### src/rtl/core/bse_pkg.sv
// Shared types and constants of the bitmap scan engine.
`default_nettype none
package bse_pkg;

    localparam int MAX_WORDS = 32;
    localparam int WORD_W    = 32;
    localparam int WIDX_W    = 5;
    localparam int BIT_W     = 10;
    localparam int CNT_W     = 11;
    localparam int USED_W    = 6;

    localparam logic CMD_LOAD  = 1'b0;
    localparam logic CMD_QUERY = 1'b1;

    // Byte address bit that selects the register; only register 0 exists.
    localparam logic REG_WORDS_IN_USE = 1'b0;
    localparam logic [USED_W-1:0] WORDS_IN_USE_RESET = 6'd32;

    typedef struct packed {
        logic load_en;
        logic query_start;
        logic scan_rd;
        logic result_load;
    } bse_cmd_t;

    typedef struct packed {
        logic is_query;
        logic empty;
        logic last_addr;
        logic out_busy;
    } bse_status_t;

endpackage
`default_nettype wire

### src/rtl/core/bse_if.sv
// Valid/ready channel interfaces for the query words and the result words.
`default_nettype none
interface bse_in_if;
    logic                         valid;
    logic                         ready;
    logic                         cmd;
    logic [bse_pkg::WIDX_W-1:0]   word_index;
    logic [bse_pkg::WORD_W-1:0]   word_value;
    logic [bse_pkg::BIT_W-1:0]    from_bit;

    modport source (output valid, cmd, word_index, word_value, from_bit, input ready);
    modport sink   (input valid, cmd, word_index, word_value, from_bit, output ready);
endinterface

interface bse_out_if;
    logic                         valid;
    logic                         ready;
    logic [bse_pkg::CNT_W-1:0]    set_count;
    logic [bse_pkg::CNT_W-1:0]    run_length;
    logic [bse_pkg::BIT_W-1:0]    next_set;
    logic                         next_found;

    modport source (output valid, set_count, run_length, next_set, next_found, input ready);
    modport sink   (input valid, set_count, run_length, next_set, next_found, output ready);
endinterface
`default_nettype wire

### src/rtl/core/bitmap_scan_engine_top.sv
// Top level of the bitmap scan engine: channels, register port and core wiring.
//
// Usage: the query channel carries one word per command. A load (cmd 0) writes
// word_value into bitmap word word_index and gives no result; loads are taken
// one per cycle while the engine is idle. A query (cmd 1) scans the bitmap from
// from_bit to the end of the used words and returns one result word with the
// count of set bits, the length of the run of set bits at from_bit and the first
// set bit at or after from_bit. The scan reads the words from the start word to
// the last used word (at most 32) one per cycle from the bitmap memory; the last
// word read is folded into the totals in a flush state and the totals are then
// loaded into the output register. A start at or past the end of the used bitmap
// skips the scan. The next word is taken only once the result is loaded, so a
// new query is not accepted before the last one is through.
// The result sits in an output register: a stalled receiver does not block the
// acceptance of loads or of the next query until that query needs the register.
// Reset clears the control logic and sets words_in_use to 32; bitmap words are
// undefined until loaded. words_in_use lives at byte address 0 of the APB port;
// the user must write it only while the engine is idle; no logic enforces it.
`default_nettype none
module bitmap_scan_engine_top (
    input  logic        clk,
    input  logic        rst_n,
    bse_in_if.sink      query,
    bse_out_if.source   result,
    input  logic        psel,
    input  logic        penable,
    input  logic        pwrite,
    input  logic [2:0]  paddr,
    input  logic [31:0] pwdata,
    output logic [31:0] prdata,
    output logic        pready
);
    import bse_pkg::*;

    logic [USED_W-1:0] words_in_use_reg;
    bse_cmd_t          cmd;
    bse_status_t       status;

    assign pready = 1'b1;

    always_ff @(posedge clk or negedge rst_n)
    begin
        if (!rst_n)
        begin
            words_in_use_reg <= WORDS_IN_USE_RESET;
        end
        else if (psel && penable && pwrite && pready && (paddr[2] == REG_WORDS_IN_USE))
        begin
            words_in_use_reg <= pwdata[USED_W-1:0];
        end
    end

    assign prdata = (paddr[2] == REG_WORDS_IN_USE) ? {26'b0, words_in_use_reg} : 32'b0;

    bse_ctrl u_ctrl (
        .clk      (clk),
        .rst_n    (rst_n),
        .in_valid (query.valid),
        .in_ready (query.ready),
        .status   (status),
        .cmd      (cmd)
    );

    bse_dp u_dp (
        .clk            (clk),
        .rst_n          (rst_n),
        .cmd            (cmd),
        .status         (status),
        .in_cmd         (query.cmd),
        .in_word_index  (query.word_index),
        .in_word_value  (query.word_value),
        .in_from_bit    (query.from_bit),
        .words_in_use   (words_in_use_reg),
        .out_valid      (result.valid),
        .out_ready      (result.ready),
        .out_set_count  (result.set_count),
        .out_run_length (result.run_length),
        .out_next_set   (result.next_set),
        .out_next_found (result.next_found)
    );

endmodule
`default_nettype wire

### src/rtl/core/bse_ctrl.sv
// Controller state machine that sequences loads, word scans and result hand-off.
`default_nettype none
module bse_ctrl (
    input  logic                 clk,
    input  logic                 rst_n,
    input  logic                 in_valid,
    output logic                 in_ready,
    input  bse_pkg::bse_status_t status,
    output bse_pkg::bse_cmd_t    cmd
);
    import bse_pkg::*;

    typedef enum logic [3:0] {
        ST_IDLE  = 4'b0001,
        ST_SCAN  = 4'b0010,
        ST_FLUSH = 4'b0100,
        ST_OUT   = 4'b1000
    } state_t;

    state_t state_reg;
    state_t state_next;

    always_ff @(posedge clk or negedge rst_n)
    begin
        if (!rst_n)
        begin
            state_reg <= ST_IDLE;
        end
        else
        begin
            state_reg <= state_next;
        end
    end

    always_comb
    begin
        cmd        = '0;
        state_next = state_reg;
        in_ready   = (state_reg == ST_IDLE);
        unique case (state_reg)
            ST_IDLE:
            begin
                if (in_valid)
                begin
                    if (!status.is_query)
                    begin
                        cmd.load_en = 1'b1;
                    end
                    else
                    begin
                        cmd.query_start = 1'b1;
                        state_next = status.empty ? ST_OUT : ST_SCAN;
                    end
                end
            end
            ST_SCAN:
            begin
                cmd.scan_rd = 1'b1;
                if (status.last_addr)
                begin
                    state_next = ST_FLUSH;
                end
            end
            ST_FLUSH:
            begin
                // The last word read is folded into the totals in this cycle.
                state_next = ST_OUT;
            end
            ST_OUT:
            begin
                if (!status.out_busy)
                begin
                    cmd.result_load = 1'b1;
                    state_next = ST_IDLE;
                end
            end
            default:
            begin
                state_next = ST_IDLE;
            end
        endcase
    end

endmodule
`default_nettype wire

### src/rtl/core/bse_dp.sv
// Datapath: bitmap memory, word scan accumulators and the result register.
`default_nettype none
module bse_dp (
    input  logic                          clk,
    input  logic                          rst_n,
    input  bse_pkg::bse_cmd_t             cmd,
    output bse_pkg::bse_status_t          status,
    input  logic                          in_cmd,
    input  logic [bse_pkg::WIDX_W-1:0]    in_word_index,
    input  logic [bse_pkg::WORD_W-1:0]    in_word_value,
    input  logic [bse_pkg::BIT_W-1:0]     in_from_bit,
    input  logic [bse_pkg::USED_W-1:0]    words_in_use,
    output logic                          out_valid,
    input  logic                          out_ready,
    output logic [bse_pkg::CNT_W-1:0]     out_set_count,
    output logic [bse_pkg::CNT_W-1:0]     out_run_length,
    output logic [bse_pkg::BIT_W-1:0]     out_next_set,
    output logic                          out_next_found
);
    import bse_pkg::*;

    localparam logic [USED_W-1:0] USED_MAX = USED_W'(MAX_WORDS);

    function automatic logic [5:0] popcount32(input logic [WORD_W-1:0] v);
        logic [5:0] sum;
        sum = '0;
        for (int i = 0; i < WORD_W; i++)
        begin
            sum = sum + {5'b0, v[i]};
        end
        return sum;
    endfunction

    // Index of the lowest set bit; zero when no bit is set.
    function automatic logic [4:0] ctz32(input logic [WORD_W-1:0] v);
        logic [4:0] idx;
        idx = '0;
        for (int i = WORD_W - 1; i >= 0; i--)
        begin
            if (v[i])
            begin
                idx = 5'(i);
            end
        end
        return idx;
    endfunction

    logic [WORD_W-1:0] mem [MAX_WORDS];

    logic [WIDX_W-1:0] addr_reg;
    logic [WORD_W-1:0] rd_data_reg;
    logic              rd_valid_reg;
    logic [WIDX_W-1:0] rd_word_reg;
    logic              rd_first_reg;
    logic              first_pending_reg;
    logic [4:0]        start_off_reg;
    logic [USED_W-1:0] used_reg;
    logic [CNT_W-1:0]  count_reg;
    logic [CNT_W-1:0]  run_reg;
    logic              in_run_reg;
    logic              found_reg;
    logic [BIT_W-1:0]  next_reg;
    logic              out_valid_reg;
    logic [CNT_W-1:0]  out_count_reg;
    logic [CNT_W-1:0]  out_run_reg;
    logic [BIT_W-1:0]  out_next_reg;
    logic              out_found_reg;

    logic [USED_W-1:0] used_in;
    logic [CNT_W-1:0]  end_bit;
    logic [4:0]        off;
    logic [WORD_W-1:0] hi_mask;
    logic [WORD_W-1:0] set_bits;
    logic [WORD_W-1:0] clear_bits;
    logic [4:0]        set_pos;
    logic [4:0]        clear_pos;
    logic [5:0]        span;

    assign used_in = (words_in_use > USED_MAX) ? USED_MAX : words_in_use;
    assign end_bit = {used_in, 5'b0};

    assign status.is_query  = (in_cmd == CMD_QUERY);
    assign status.empty     = ({1'b0, in_from_bit} >= end_bit);
    assign status.last_addr = ({1'b0, addr_reg} == (used_reg - 6'd1));
    assign status.out_busy  = out_valid_reg && !out_ready;

    // Only the first word of a scan is cut below the start bit.
    assign off        = rd_first_reg ? start_off_reg : 5'd0;
    assign hi_mask    = {WORD_W{1'b1}} << off;
    assign set_bits   = rd_data_reg & hi_mask;
    assign clear_bits = ~rd_data_reg & hi_mask;
    assign set_pos    = ctz32(set_bits);
    assign clear_pos  = ctz32(clear_bits);
    assign span       = 6'd32 - {1'b0, off};

    always_ff @(posedge clk)
    begin
        if (cmd.load_en)
        begin
            mem[in_word_index] <= in_word_value;
        end
        if (cmd.scan_rd)
        begin
            rd_data_reg <= mem[addr_reg];
        end
    end

    always_ff @(posedge clk or negedge rst_n)
    begin
        if (!rst_n)
        begin
            rd_valid_reg  <= 1'b0;
            out_valid_reg <= 1'b0;
        end
        else
        begin
            rd_valid_reg <= cmd.scan_rd;
            if (cmd.result_load)
            begin
                out_valid_reg <= 1'b1;
            end
            else if (out_ready)
            begin
                out_valid_reg <= 1'b0;
            end
        end
    end

    always_ff @(posedge clk)
    begin
        if (cmd.query_start)
        begin
            addr_reg          <= in_from_bit[BIT_W-1:5];
            start_off_reg     <= in_from_bit[4:0];
            used_reg          <= used_in;
            first_pending_reg <= 1'b1;
            count_reg         <= '0;
            run_reg           <= '0;
            in_run_reg        <= 1'b1;
            found_reg         <= 1'b0;
            next_reg          <= '0;
        end
        else
        begin
            if (cmd.scan_rd)
            begin
                addr_reg          <= addr_reg + 5'd1;
                rd_word_reg       <= addr_reg;
                rd_first_reg      <= first_pending_reg;
                first_pending_reg <= 1'b0;
            end
            if (rd_valid_reg)
            begin
                count_reg <= count_reg + {5'b0, popcount32(set_bits)};
                if (in_run_reg)
                begin
                    if (clear_bits == '0)
                    begin
                        run_reg <= run_reg + {5'b0, span};
                    end
                    else
                    begin
                        run_reg    <= run_reg + {6'b0, clear_pos - off};
                        in_run_reg <= 1'b0;
                    end
                end
                if (!found_reg && (set_bits != '0))
                begin
                    found_reg <= 1'b1;
                    next_reg  <= {rd_word_reg, set_pos};
                end
            end
        end
        if (cmd.result_load)
        begin
            out_count_reg <= count_reg;
            out_run_reg   <= run_reg;
            out_next_reg  <= next_reg;
            out_found_reg <= found_reg;
        end
    end

    assign out_valid      = out_valid_reg;
    assign out_set_count  = out_count_reg;
    assign out_run_length = out_run_reg;
    assign out_next_set   = out_next_reg;
    assign out_next_found = out_found_reg;

endmodule
`default_nettype wire

### src/flat_wrapper.sv
// flat-port wrapper written by rule: the top's interface ports become plain ports
module bitmap_scan_engine_top_flat import bse_pkg::*;
  (clk, rst_n, psel, penable, pwrite, paddr, pwdata, prdata, pready, query_valid, query_cmd, query_word_index, query_word_value, query_from_bit, query_ready, result_valid, result_set_count, result_run_length, result_next_set, result_next_found, result_ready);
  bse_in_if query_i ();
  bse_out_if result_i ();
  input  logic clk;
  input  logic rst_n;
  input  logic psel;
  input  logic penable;
  input  logic pwrite;
  input  logic [2:0] paddr;
  input  logic [31:0] pwdata;
  output logic [31:0] prdata;
  output logic pready;
  input wire logic [$bits(query_i.valid)-1:0] query_valid;
  input wire logic [$bits(query_i.cmd)-1:0] query_cmd;
  input wire logic [$bits(query_i.word_index)-1:0] query_word_index;
  input wire logic [$bits(query_i.word_value)-1:0] query_word_value;
  input wire logic [$bits(query_i.from_bit)-1:0] query_from_bit;
  output wire logic [$bits(query_i.ready)-1:0] query_ready;
  output wire logic [$bits(result_i.valid)-1:0] result_valid;
  output wire logic [$bits(result_i.set_count)-1:0] result_set_count;
  output wire logic [$bits(result_i.run_length)-1:0] result_run_length;
  output wire logic [$bits(result_i.next_set)-1:0] result_next_set;
  output wire logic [$bits(result_i.next_found)-1:0] result_next_found;
  input wire logic [$bits(result_i.ready)-1:0] result_ready;
  assign query_i.valid = query_valid;
  assign query_i.cmd = query_cmd;
  assign query_i.word_index = query_word_index;
  assign query_i.word_value = query_word_value;
  assign query_i.from_bit = query_from_bit;
  assign query_ready = query_i.ready;
  assign result_valid = result_i.valid;
  assign result_set_count = result_i.set_count;
  assign result_run_length = result_i.run_length;
  assign result_next_set = result_i.next_set;
  assign result_next_found = result_i.next_found;
  assign result_i.ready = result_ready;
  bitmap_scan_engine_top u_core (.clk(clk), .rst_n(rst_n), .query(query_i), .result(result_i), .psel(psel), .penable(penable), .pwrite(pwrite), .paddr(paddr), .pwdata(pwdata), .prdata(prdata), .pready(pready));
endmodule
### config.mk
export PLATFORM = sky130hd
export DESIGN_NAME = bitmap_scan_engine_top_flat
export DESIGN_NICKNAME = d
export VERILOG_FILES = /design/src/rtl/core/bse_pkg.sv /design/src/rtl/core/bse_if.sv /design/src/rtl/core/bitmap_scan_engine_top.sv /design/src/rtl/core/bse_ctrl.sv /design/src/rtl/core/bse_dp.sv /design/src/flat_wrapper.sv
export SDC_FILE = /design/constraint.sdc
export NUM_CORES = 1
export LEC_CHECK = 0
export ABC_CLOCK_PERIOD_IN_PS = 10650
export BUFFER_PORTS_ARGS = -buffer_cell sky130_fd_sc_hd__buf_2
export CORE_ASPECT_RATIO = 1.25
export CORE_MARGIN = 5
export CORE_UTILIZATION = 55
export DETAILED_ROUTE_END_ITERATION = 6
export GPL_TIMING_DRIVEN = 0
export PLACE_DENSITY = 0.73
export SETUP_SLACK_MARGIN = 0.02
export SLEW_MARGIN = 0
export SYNTH_ARGS = -nofsm -noshare
export SYNTH_HDL_FRONTEND = slang
export SYNTH_SLANG_ARGS = --single-unit
### constraint.sdc
create_clock -name clk -period 10.65 [get_ports clk]
set_clock_uncertainty 0.2 [all_clocks]
set_input_delay 1.065 -clock clk [delete_from_list [all_inputs] [get_ports clk]]
set_output_delay 1.065 -clock clk [all_outputs]
set_load 0.005 [all_outputs]
==> impl_metrics.tcl, run 1 <==
set metrics [dict create \
    path_class "flip-flop to flip-flop" \
    dp_hpwl_um 82700 \
    crit_required_ns 10.96 \
    detail-route-antenna-nets 0 \
    cts.sinks 1158 \
    reg2reg_to "u_core.u_dp.count_reg[8]" \
    area_delta_synth_final_pct 14.4 \
    r2r-start "u_core.u_dp.rd_first_reg" \
    synth_top_cell_area_share_pct 70.8 \
    clk_pin_slew_worst_paths_ns 0.07 \
    hold_path.class "primary input to async pin" \
    vias_per_cell 6.55 \
    setup_violations 0 \
    rsz0062_at_grt "false" \
    synth_cells 2318 \
    critPathMaxFanout 10 \
    cpMaxStageDelayCell "edfxtp_1" \
    track_usage_pct 28.0 \
    tns_ns 0 \
    initial_core_util_pct 55.2 \
    finalHoldViolations 0 \
    wl_per_cell_um 33.7 \
    cts_tree "built" \
    syn-cell-area_um2 47100 \
    yosysUniqueCellTypes 88 \
    yosys-top-cells-count "edfxtp_1 (1111), mux4_2 (320), nor2_1 (91)" \
    htree_levels 3 \
    die-area_um2 91700 \
    leakagePower_nw 17.7 \
    endpoint_kind "flip-flop" \
    cts_setup_buffers 0 \
    remaining_drc_errors 2 \
    largest_reg_flops 1024 \
    cts_hold_buffers 0 \
    clkLatencyLatePin_ns 0.69 \
    place.gp.congestion 0.922 \
    drive_gt1_share_pct 29.6 \
    fin_area_um2 53900 \
    ctsResizeCount 0 \
    violations "design-rule violations" \
    worst_pin_slew_ns 1.31 \
    drtPass1Iterations 7 \
    rrSetupSlack_ns 1.74 \
    grt_pass1_vias 25698 \
    port_buffers 102 \
    final_nets 2747 \
    ios 158 \
    synth.most_common_cell "edfxtp_1" \
    grt-ovfl-total 0 \
    cts_buffer_depth 3 \
    place_area_um2 50200 \
    period_needed_ns 8.91 \
    ff2ff_path_depth 29 \
    ir_worst_vdd_v 0.000132 \
    max_freq_mhz 112 \
    syn_avg_cell_area_um2 20.3 \
    crit_path_max_incr_delay_ns 0.62 \
    finalMaxSlewViolations 0 \
    yosys_most_used_dff "edfxtp_1" \
    cts-root-buf "clkbuf_16" \
    synth_edf_count 1111 \
    cap_violations 0 \
    p_per_area_nw_per_um2 199 \
    run_status "complete, but fails checks" \
    final_min_period_over_clock_period_pct 83.6 \
    start_kind "flip-flop" \
    yosys_register_bits 1158 \
    slew_headroom_pct 12.9 \
    arrival_ns 9.22 \
    grt_first_pass_wirelength_um 183000 \
    yosys.area.top_type "edfxtp_1" \
    synth_area_leaders "edfxtp_1 (71%), mux4_2 (15%), dfxtp_1 (1.5%), fa_1 (1.2%), ha_1 (0.96%)" \
    async_flop_share_pct 1.04 \
    grt_max_degree 34 \
    antenna_found_initial 7 \
    totalWireLength_um 127000 \
    die_x_um 272 \
    num_rows 120 \
    numCtsBuffers 107 \
    dr.first_iter.drc_count 3537 \
    synth_seq_area_share_pct 72.9 \
    cpMostUsedCell "fa_1" \
    num_vias 24792 \
    core_area_um2 85300 \
    die_h_um 337 \
    yosys_warnings 0 \
]
==> cells by family after synthesis <==
logic type               share of synthesized area, %
XOR/XNOR                                        0.539
adder cells (fa/ha/maj)                          2.15
AND/OR/NAND/NOR                                  3.01
other                                          0.0159
multiplexers                                     16.4
buffers and inverters                            2.07
AO/OA/AOI/OAI                                    2.91
flip-flops                                       72.9
==> layer usage <==
metal | up-vias | wire [µm] | track usage [%]
li1 | 9985 | - | -
met1 | 12881 | 43900 | 34.8
met2 | 1601 | 66300 | 49.1
met3 | 323 | 11200 | 5.05
met4 | 2 | 5910 | 11.7
met5 | - | 11 | 0
==> power breakdown <==
group          internal (W)  total (W)  switching [W]
sequential          0.00507    0.00512      0.0000429
clock               0.00234    0.00402        0.00168
combinational      0.000687    0.00157       0.000886
==> worst max path at each step <==
stage | start | endpoint | slack, ns | cells past startpoint
after floorplan | u_core.u_dp.rd_first_reg | u_core.u_dp.count_reg[8] | 3.25 | 31
after global placement | u_core.u_dp.rd_first_reg | u_core.u_dp.count_reg[8] | 1.88 | 29
after detailed placement | u_core.u_dp.rd_first_reg | u_core.u_dp.count_reg[8] | 1.78 | 29
after CTS | u_core.u_dp.rd_first_reg | u_core.u_dp.count_reg[8] | 1.74 | 29
after global routing | u_core.u_dp.rd_first_reg | u_core.u_dp.count_reg[8] | 1.33 | 29
final | u_core.u_dp.rd_first_reg | u_core.u_dp.count_reg[8] | 1.74 | 29
==> final cells by class <==
cell class | count | area [µm²]
fillers | 5624 | 31400
flip-flops and latches | 1158 | 34400
inverters | 71 | 267
well taps | 1098 | 1370
plain buffers | 138 | 712
clock buffers | 133 | 2880
diodes | 3 | 7.51
multi-input cells | 976 | 12100
clock inverters | 67 | 812
repair buffers | 141 | 1370
==> layout by cell type, fill, tap and decap left out, types with 15 or more instances in the layout <==
| cell | Yosys | final |
|---|---|---|
| clkbuf_16 | 0 | 111 |
| buf_12 | 0 | 28 |
| nand2_1 | 69 | 69 |
| nand3_1 | 24 | 24 |
| inv_1 | 70 | 69 |
| mux2_2 | 38 | 38 |
| clkinv_2 | 0 | 23 |
| mux4_2 | 320 | 320 |
| buf_4 | 31 | 31 |
| ha_1 | 36 | 36 |
| a21oi_1 | 55 | 55 |
| fa_1 | 28 | 28 |
| clkinv_1 | 0 | 15 |
| nor2b_1 | 20 | 20 |
| o21ai_0 | 40 | 40 |
| nand2b_1 | 17 | 17 |
| nor2_1 | 91 | 58 |
| bufinv_16 | 0 | 17 |
| buf_2 | 30 | 132 |
| nor2_4 | 0 | 33 |
| clkbuf_1 | 58 | 77 |
| xnor2_1 | 19 | 19 |
| edfxtp_1 | 1111 | 1111 |
| conb_1 | 2 | 27 |
| dfxtp_1 | 35 | 35 |
==> metrics by stage <==
step | worst slack [ns] | power [W] | util, % | instances | hold slack [ns]
final | 1.74 | 0.0107 | 63.2 | 3785 | 0.0482
after global routing | 1.33 | 0.0111 | 63.2 | 3784 | 0.0746
after CTS | 1.74 | 0.0107 | 63.2 | 3782 | 0.0389
after detailed placement | 1.78 | 0.00678 | 58.9 | 3582 | 0.215
after global placement | 1.88 | 0.00671 | 57.6 | 3543 | 0.215
after floorplan | 3.25 | 0.00625 | - | 2343 | 0.208
==> critical path, delay by kind of cell, from the launching register on <==
family,cells,cell delay [ns]
AOI/OAI and AO/OA,6,1.45
buffers and inverters,10,1.71
xor gates and xnor gates,1,0.16
adders and majority gates,9,4.15
DFF,1,0.62
and+or+nand+nor,3,0.43
Note: power is estimated with default switching activity, not from simulation.
==> run 2: changes to the inputs <==
--- a/config.mk
+++ b/config.mk
@@ -5,7 +5,7 @@
 export SDC_FILE = /design/constraint.sdc
 export NUM_CORES = 1
 export LEC_CHECK = 0
-export ABC_CLOCK_PERIOD_IN_PS = 10650
+export ABC_CLOCK_PERIOD_IN_PS = 8720
 export BUFFER_PORTS_ARGS = -buffer_cell sky130_fd_sc_hd__buf_2
 export CORE_ASPECT_RATIO = 1.25
 export CORE_MARGIN = 5
==> constraint.sdc (replaced) <==
create_clock -name clk -period 8.72 [get_ports clk]
set_clock_uncertainty 0.2 [all_clocks]
set_input_delay 0.872 -clock clk [delete_from_list [all_inputs] [get_ports clk]]
set_output_delay 0.872 -clock clk [all_outputs]
set_load 0.005 [all_outputs]
==> impl_metrics.tcl, run 2 (same netlist as run 1, synthesis figures left out) <==
set metrics [dict create \
    tns_ns 0 \
    cts_buffer_depth 3 \
    finalMaxSlewViolations 0 \
    area_delta_synth_final_pct 14.5 \
    utilization_pct 63.2 \
    detail-route-antenna-nets 0 \
    register_area_um2 34400 \
    fin_area_um2 53900 \
    arrival_ns 8.65 \
    leakagePower_nw 17.7 \
    largest_reg_flops 1024 \
    track_usage_pct 28.0 \
    cpMaxStageDelayCell "fa_1" \
    r2r-start "u_core.u_dp.rd_first_reg" \
    reg2reg_to "u_core.u_dp.count_reg[8]" \
    drive_gt1_share_pct 29.7 \
    dp.cells 3582 \
    use_met3_pct 4.98 \
    worst_pin_slew_ns 1.33 \
    ir_worst_vdd_v 0.000161 \
    clkLatencyLatePin_ns 0.70 \
    dr.first_iter.drc_count 3537 \
    final_common_cell "edfxtp_1" \
    wl_per_cell_um 33.6 \
    die_h_um 337 \
    finalHoldViolations 0 \
    grt_max_degree 34 \
    p_per_area_nw_per_um2 243 \
    remaining_drc_errors 0 \
    hold_path.class "primary input to flip-flop" \
    n_fill_cell 5622 \
    cts.sinks 1158 \
    dpl_worst_slack_ns -0.150 \
    dp_hpwl_um 82700 \
    rsz0062_at_grt "false" \
    rrSetupSlack_ns 0.39 \
    cts_tree "built" \
    use_met1_pct 34.8 \
    place.gp.congestion 0.922 \
    path_class "flip-flop to flip-flop" \
    ff2ff_path_depth 30 \
    critPathMaxFanout 10 \
    cts-root-buf "clkbuf_16" \
    endpoint_kind "flip-flop" \
    setup.worst_path.end "u_core.u_dp.count_reg[8]" \
    grt_pass1_vias 25653 \
    drtPass1Iterations 6 \
    grt-ovfl-total 0 \
    final_nets 2747 \
    final_cells 3785 \
    clk_pin_slew_worst_paths_ns 0.06 \
    antenna_found_initial 7 \
    initial_core_util_pct 55.2 \
    grt_first_pass_wirelength_um 183000 \
    num_vias 24769 \
    period_needed_ns 8.33 \
    totalWireLength_um 127000 \
    setup_ws_ns 0.386 \
    port_buffers 102 \
    num_rows 120 \
    final_min_period_over_clock_period_pct 95.6 \
    ios 158 \
    max_freq_mhz 120 \
    setup_violations 0 \
    die_x_um 272 \
    cpMostUsedCell "fa_1" \
    place_area_um2 50200 \
    htree_levels 3 \
    vias_per_cell 6.54 \
    crit_path_max_incr_delay_ns 0.56 \
    numCtsBuffers 107 \
    cap_violations 0 \
    start_kind "flip-flop" \
    core_area_um2 85300 \
    startpoint "u_core.u_dp.rd_first_reg" \
    final_cell_mix "edfxtp_1 (1111), mux4_2 (320), buf_2 (132)" \
    globalRouteMet2Util_pct 49.1 \
    die-area_um2 91700 \
    run_status "complete, no violations" \
    slew_headroom_pct 11.3 \
    busiest_layer "met2" \
    multi_input_area_um2 12100 \
    crit_required_ns 9.04 \
]
[run 2: changes by cell type in the layout (fill, tap and decap cells not counted), sizes merged]
cell         delta
clkbuf          -3
buf             +2
dlygate4sd3     +1
[run 2: repair_timing]
action,4_1_cts,5_1_grt
resized for setup,0,7
setup endpoints to repair,5,5
buffers inserted,0,2
hold buffers,1,0
gates cloned,0,0
endpoints found under the hold margin,10,0
[run 2: layout make-up]
type / count / area share, %
Sequential cell: 1158 / 63.7
Multi-Input combinational cell: 976 / 22.5
Clock buffer: 133 / 5.34
Timing Repair Buffer: 144 / 2.59
Tap cell: 1098 / 2.55
Clock inverter: 67 / 1.51
Buffer: 135 / 1.30
Inverter: 71 / 0.494
Antenna cell: 3 / 0.0139
[run 2: metal layers]
layer	wire length (µm)	vias to the layer above
li1	-	9980
met1	43900	12873
met2	66300	1584
met3	11100	330
met4	5990	2
met5	11	-
[run 2: metrics by stage]
step / hold WS [ns] / power [W]
after floorplan: 0.208 / 0.00763
after global placement: 0.215 / 0.00820
after detailed placement: 0.215 / 0.00828
after CTS: 0.151 / 0.0131
after global routing: 0.167 / 0.0135
final: 0.174 / 0.0131
[run 2: worst min-delay path by stage]
stage | endpoint | cells after the start | startpoint | slack (ns)
finish | u_core.u_dp.start_off_reg[1] | 1 | query_from_bit[1] | 0.17
global route | u_core.u_dp.start_off_reg[1] | 1 | query_from_bit[1] | 0.17
CTS | u_core.u_dp.start_off_reg[1] | 1 | query_from_bit[1] | 0.15
detailed placement | u_core.u_dp.out_next_set[8] | 0 | u_core.u_dp.next_reg[8] | 0.22
global placement | u_core.u_dp.out_next_set[0] | 0 | u_core.u_dp.next_reg[0] | 0.21
floorplan | u_core.u_dp.out_next_set[0] | 0 | u_core.u_dp.next_reg[0] | 0.21
[run 2: power by group]
part / internal (W) / leakage, nW / switching [W]
Combinational: 0.000840 / 5.49 / 0.00108
Sequential: 0.00620 / 10.4 / 0.0000523
Clock: 0.00285 / 1.80 / 0.00206
Total: 0.00989 / 17.7 / 0.00319
[run 2: worst max-delay path: cells and delay by family, from the launching register on]
family | cells | cell delay (ns)
AND/OR/NAND/NOR | 4 | 0.61
flip-flops | 1 | 0.55
buffers and inverters | 10 | 1.03
AO/OA/AOI/OAI | 5 | 1.14
adder cells (fa/ha/maj) | 10 | 4.49
XOR/XNOR | 1 | 0.16
==> run 3: changes to the inputs <==
--- a/config.mk
+++ b/config.mk
@@ -7,7 +7,7 @@
 export LEC_CHECK = 0
 export ABC_CLOCK_PERIOD_IN_PS = 8720
 export BUFFER_PORTS_ARGS = -buffer_cell sky130_fd_sc_hd__buf_2
-export CORE_ASPECT_RATIO = 1.25
+export CORE_ASPECT_RATIO = 0.8
 export CORE_MARGIN = 5
 export CORE_UTILIZATION = 55
 export DETAILED_ROUTE_END_ITERATION = 6
@@ -18,3 +18,4 @@
 export SYNTH_ARGS = -nofsm -noshare
 export SYNTH_HDL_FRONTEND = slang
 export SYNTH_SLANG_ARGS = --single-unit
+export TNS_END_PERCENT = 1
==> impl_metrics.tcl, run 3 (same netlist as run 1, synthesis figures left out) <==
set metrics [dict create \
    cpMaxStageDelayCell "fa_1" \
    ir_worst_vdd_v 0.000201 \
    antenna_found_initial 6 \
    critPathMaxFanout 10 \
    grt-ovfl-total 0 \
    finalMaxSlewViolations 0 \
    clk_pin_slew_worst_paths_ns 0.06 \
    arrival_ns 8.57 \
    grt_pass1_vias 25006 \
    hold_depth 1 \
    final_cells 3798 \
    htree_levels 3 \
    initial_core_util_pct 55.2 \
    cts-root-buf "clkbuf_16" \
    ios 158 \
    crit_path_max_incr_delay_ns 0.57 \
    cap_violations 0 \
    numCtsBuffers 106 \
    totalWireLength_um 120000 \
    hp-start "query_from_bit[3]" \
    crit_required_ns 9.00 \
    dr.first_iter.drc_count 3292 \
    slew_headroom_pct 11.6 \
    tns_ns 0 \
    whs_endpoint "u_core.u_dp.start_off_reg[3]" \
    ff2ff_path_depth 30 \
    wl_per_cell_um 31.6 \
    max_freq_mhz 121 \
    final_nets 2739 \
    largest_reg_flops 1024 \
    grt_max_degree 34 \
    drtPass1Iterations 5 \
    die_x_um 337 \
    track_usage_pct 26.4 \
    clkLatencyLatePin_ns 0.67 \
    detail-route-antenna-nets 0 \
    port_buffers 102 \
    die-area_um2 91700 \
    area_delta_synth_final_pct 13.8 \
    cts_buffer_depth 3 \
    cts_tree "built" \
    r2r-start "u_core.u_dp.rd_first_reg" \
    hold_path.class "primary input to flip-flop" \
    num_rows 96 \
    leakagePower_nw 17.6 \
    die_h_um 272 \
    cts.sinks 1158 \
    place.gp.congestion 0.878 \
    endpoint_kind "flip-flop" \
    worst_pin_slew_ns 1.33 \
    rrSetupSlack_ns 0.43 \
    setup_violations 0 \
    power_w 0.0129 \
    period_needed_ns 8.29 \
    p_per_area_nw_per_um2 241 \
    reg2reg_to "u_core.u_dp.count_reg[8]" \
    vias_per_cell 6.49 \
    dp_hpwl_um 77300 \
    rsz0062_at_grt "false" \
    grt_first_pass_wirelength_um 173000 \
    final_common_cell "edfxtp_1" \
    start_kind "flip-flop" \
    cpMostUsedCell "fa_1" \
    final_min_period_over_clock_period_pct 95.1 \
    finalHoldViolations 0 \
    num_vias 24640 \
    dp.cells 3605 \
    n_fill_cell 5600 \
    remaining_drc_errors 0 \
    path_class "flip-flop to flip-flop" \
    run_status "complete, no violations" \
    core_area_um2 85400 \
    final_cell_mix "edfxtp_1 (1111), mux4_2 (320), buf_2 (132)" \
    drive_gt1_share_pct 29.0 \
]
[run 3: cell types whose count changed in the layout (fill, tap and decap cells not counted), moves of 2 or more]
cell,change
bufinv_16,-3
clkbuf_1,+2
buf_16,-7
buf_4,-2
ha_1,+2
clkbuf_16,-5
clkbuf_2,-2
clkinv_1,+4
clkinv_16,+4
ha_2,-2
diode_2,-2
clkbuf_8,-2
clkinvlp_4,-4
[run 3: routing by layer]
layer  GRT usage, %  part of all wire, %
met2           43.5                   50
met1           36.5                   37
met5              0                0.031
met3           6.02                   11
met4           6.24                  2.7
[run 3: final cells by class]
cell class | count | area, µm² | area share (%)
Antenna cell | 1 | 2.50 | 0.00467
Buffer | 135 | 698 | 1.30
Clock buffer | 127 | 2730 | 5.09
Clock inverter | 66 | 815 | 1.52
Inverter | 71 | 267 | 0.497
Multi-Input combinational cell | 976 | 12100 | 22.6
Sequential cell | 1158 | 34400 | 64.1
Tap cell | 1127 | 1410 | 2.63
Timing Repair Buffer | 137 | 1230 | 2.29
[run 3: report_power, final]
group | leakage [nW] | internal (W) | total [W] | switching (W)
combinational | 5.41 | 0.000845 | 0.00195 | 0.00111
sequential | 10.4 | 0.00620 | 0.00624 | 0.0000488
clock | 1.72 | 0.00267 | 0.00474 | 0.00207
total | 17.6 | 0.00971 | 0.0129 | 0.00322
[run 3: worst max-delay path, delay by kind of cell, from the launching register on]
kind / cells / cell delay (ns)
AOI/OAI and AO/OA: 5 / 1.10
xor gates and xnor gates: 1 / 0.17
adders and majority gates: 10 / 4.49
buffers and inverters: 10 / 1.02
DFF: 1 / 0.53
and+or+nand+nor: 4 / 0.58
[run 3: how the worst max path moves through the flow]
stage,startpoint,endpoint,slack (ns),depth (start not counted)
after floorplan,u_core.u_dp.rd_first_reg,u_core.u_dp.count_reg[8],1.32,31
after global placement,u_core.u_dp.rd_first_reg,u_core.u_dp.count_reg[8],0.18,29
after detailed placement,u_core.u_dp.rd_first_reg,u_core.u_dp.count_reg[8],-0.05,29
after CTS,u_core.u_dp.rd_first_reg,u_core.u_dp.count_reg[8],0.17,30
after global routing,u_core.u_dp.rd_first_reg,u_core.u_dp.count_reg[8],0.09,29
final,u_core.u_dp.rd_first_reg,u_core.u_dp.count_reg[8],0.43,30
[run 3: stage by stage]
| stage | hold WS [ns] | util (%) | setup slack (ns) | instance area, µm² |
|---|---|---|---|---|
| global placement | 0.217 | 57.5 | 0.180 | 49100 |
| detailed placement | 0.226 | 58.6 | -0.0512 | 50100 |
| CTS | 0.189 | 62.8 | 0.170 | 53600 |
| floorplan | 0.208 | - | 1.32 | 47200 |
| finish | 0.225 | 62.8 | 0.430 | 53600 |
| global route | 0.194 | 62.8 | 0.0850 | 53600 |
[run 3: timing repair]
item / in CTS / in global routing
resized for setup: 0 / 3
hold endpoints to repair: 10 / 0
setup endpoints to repair: 3 / 5
buffers inserted: 0 / 0
hold buffers: 1 / 0
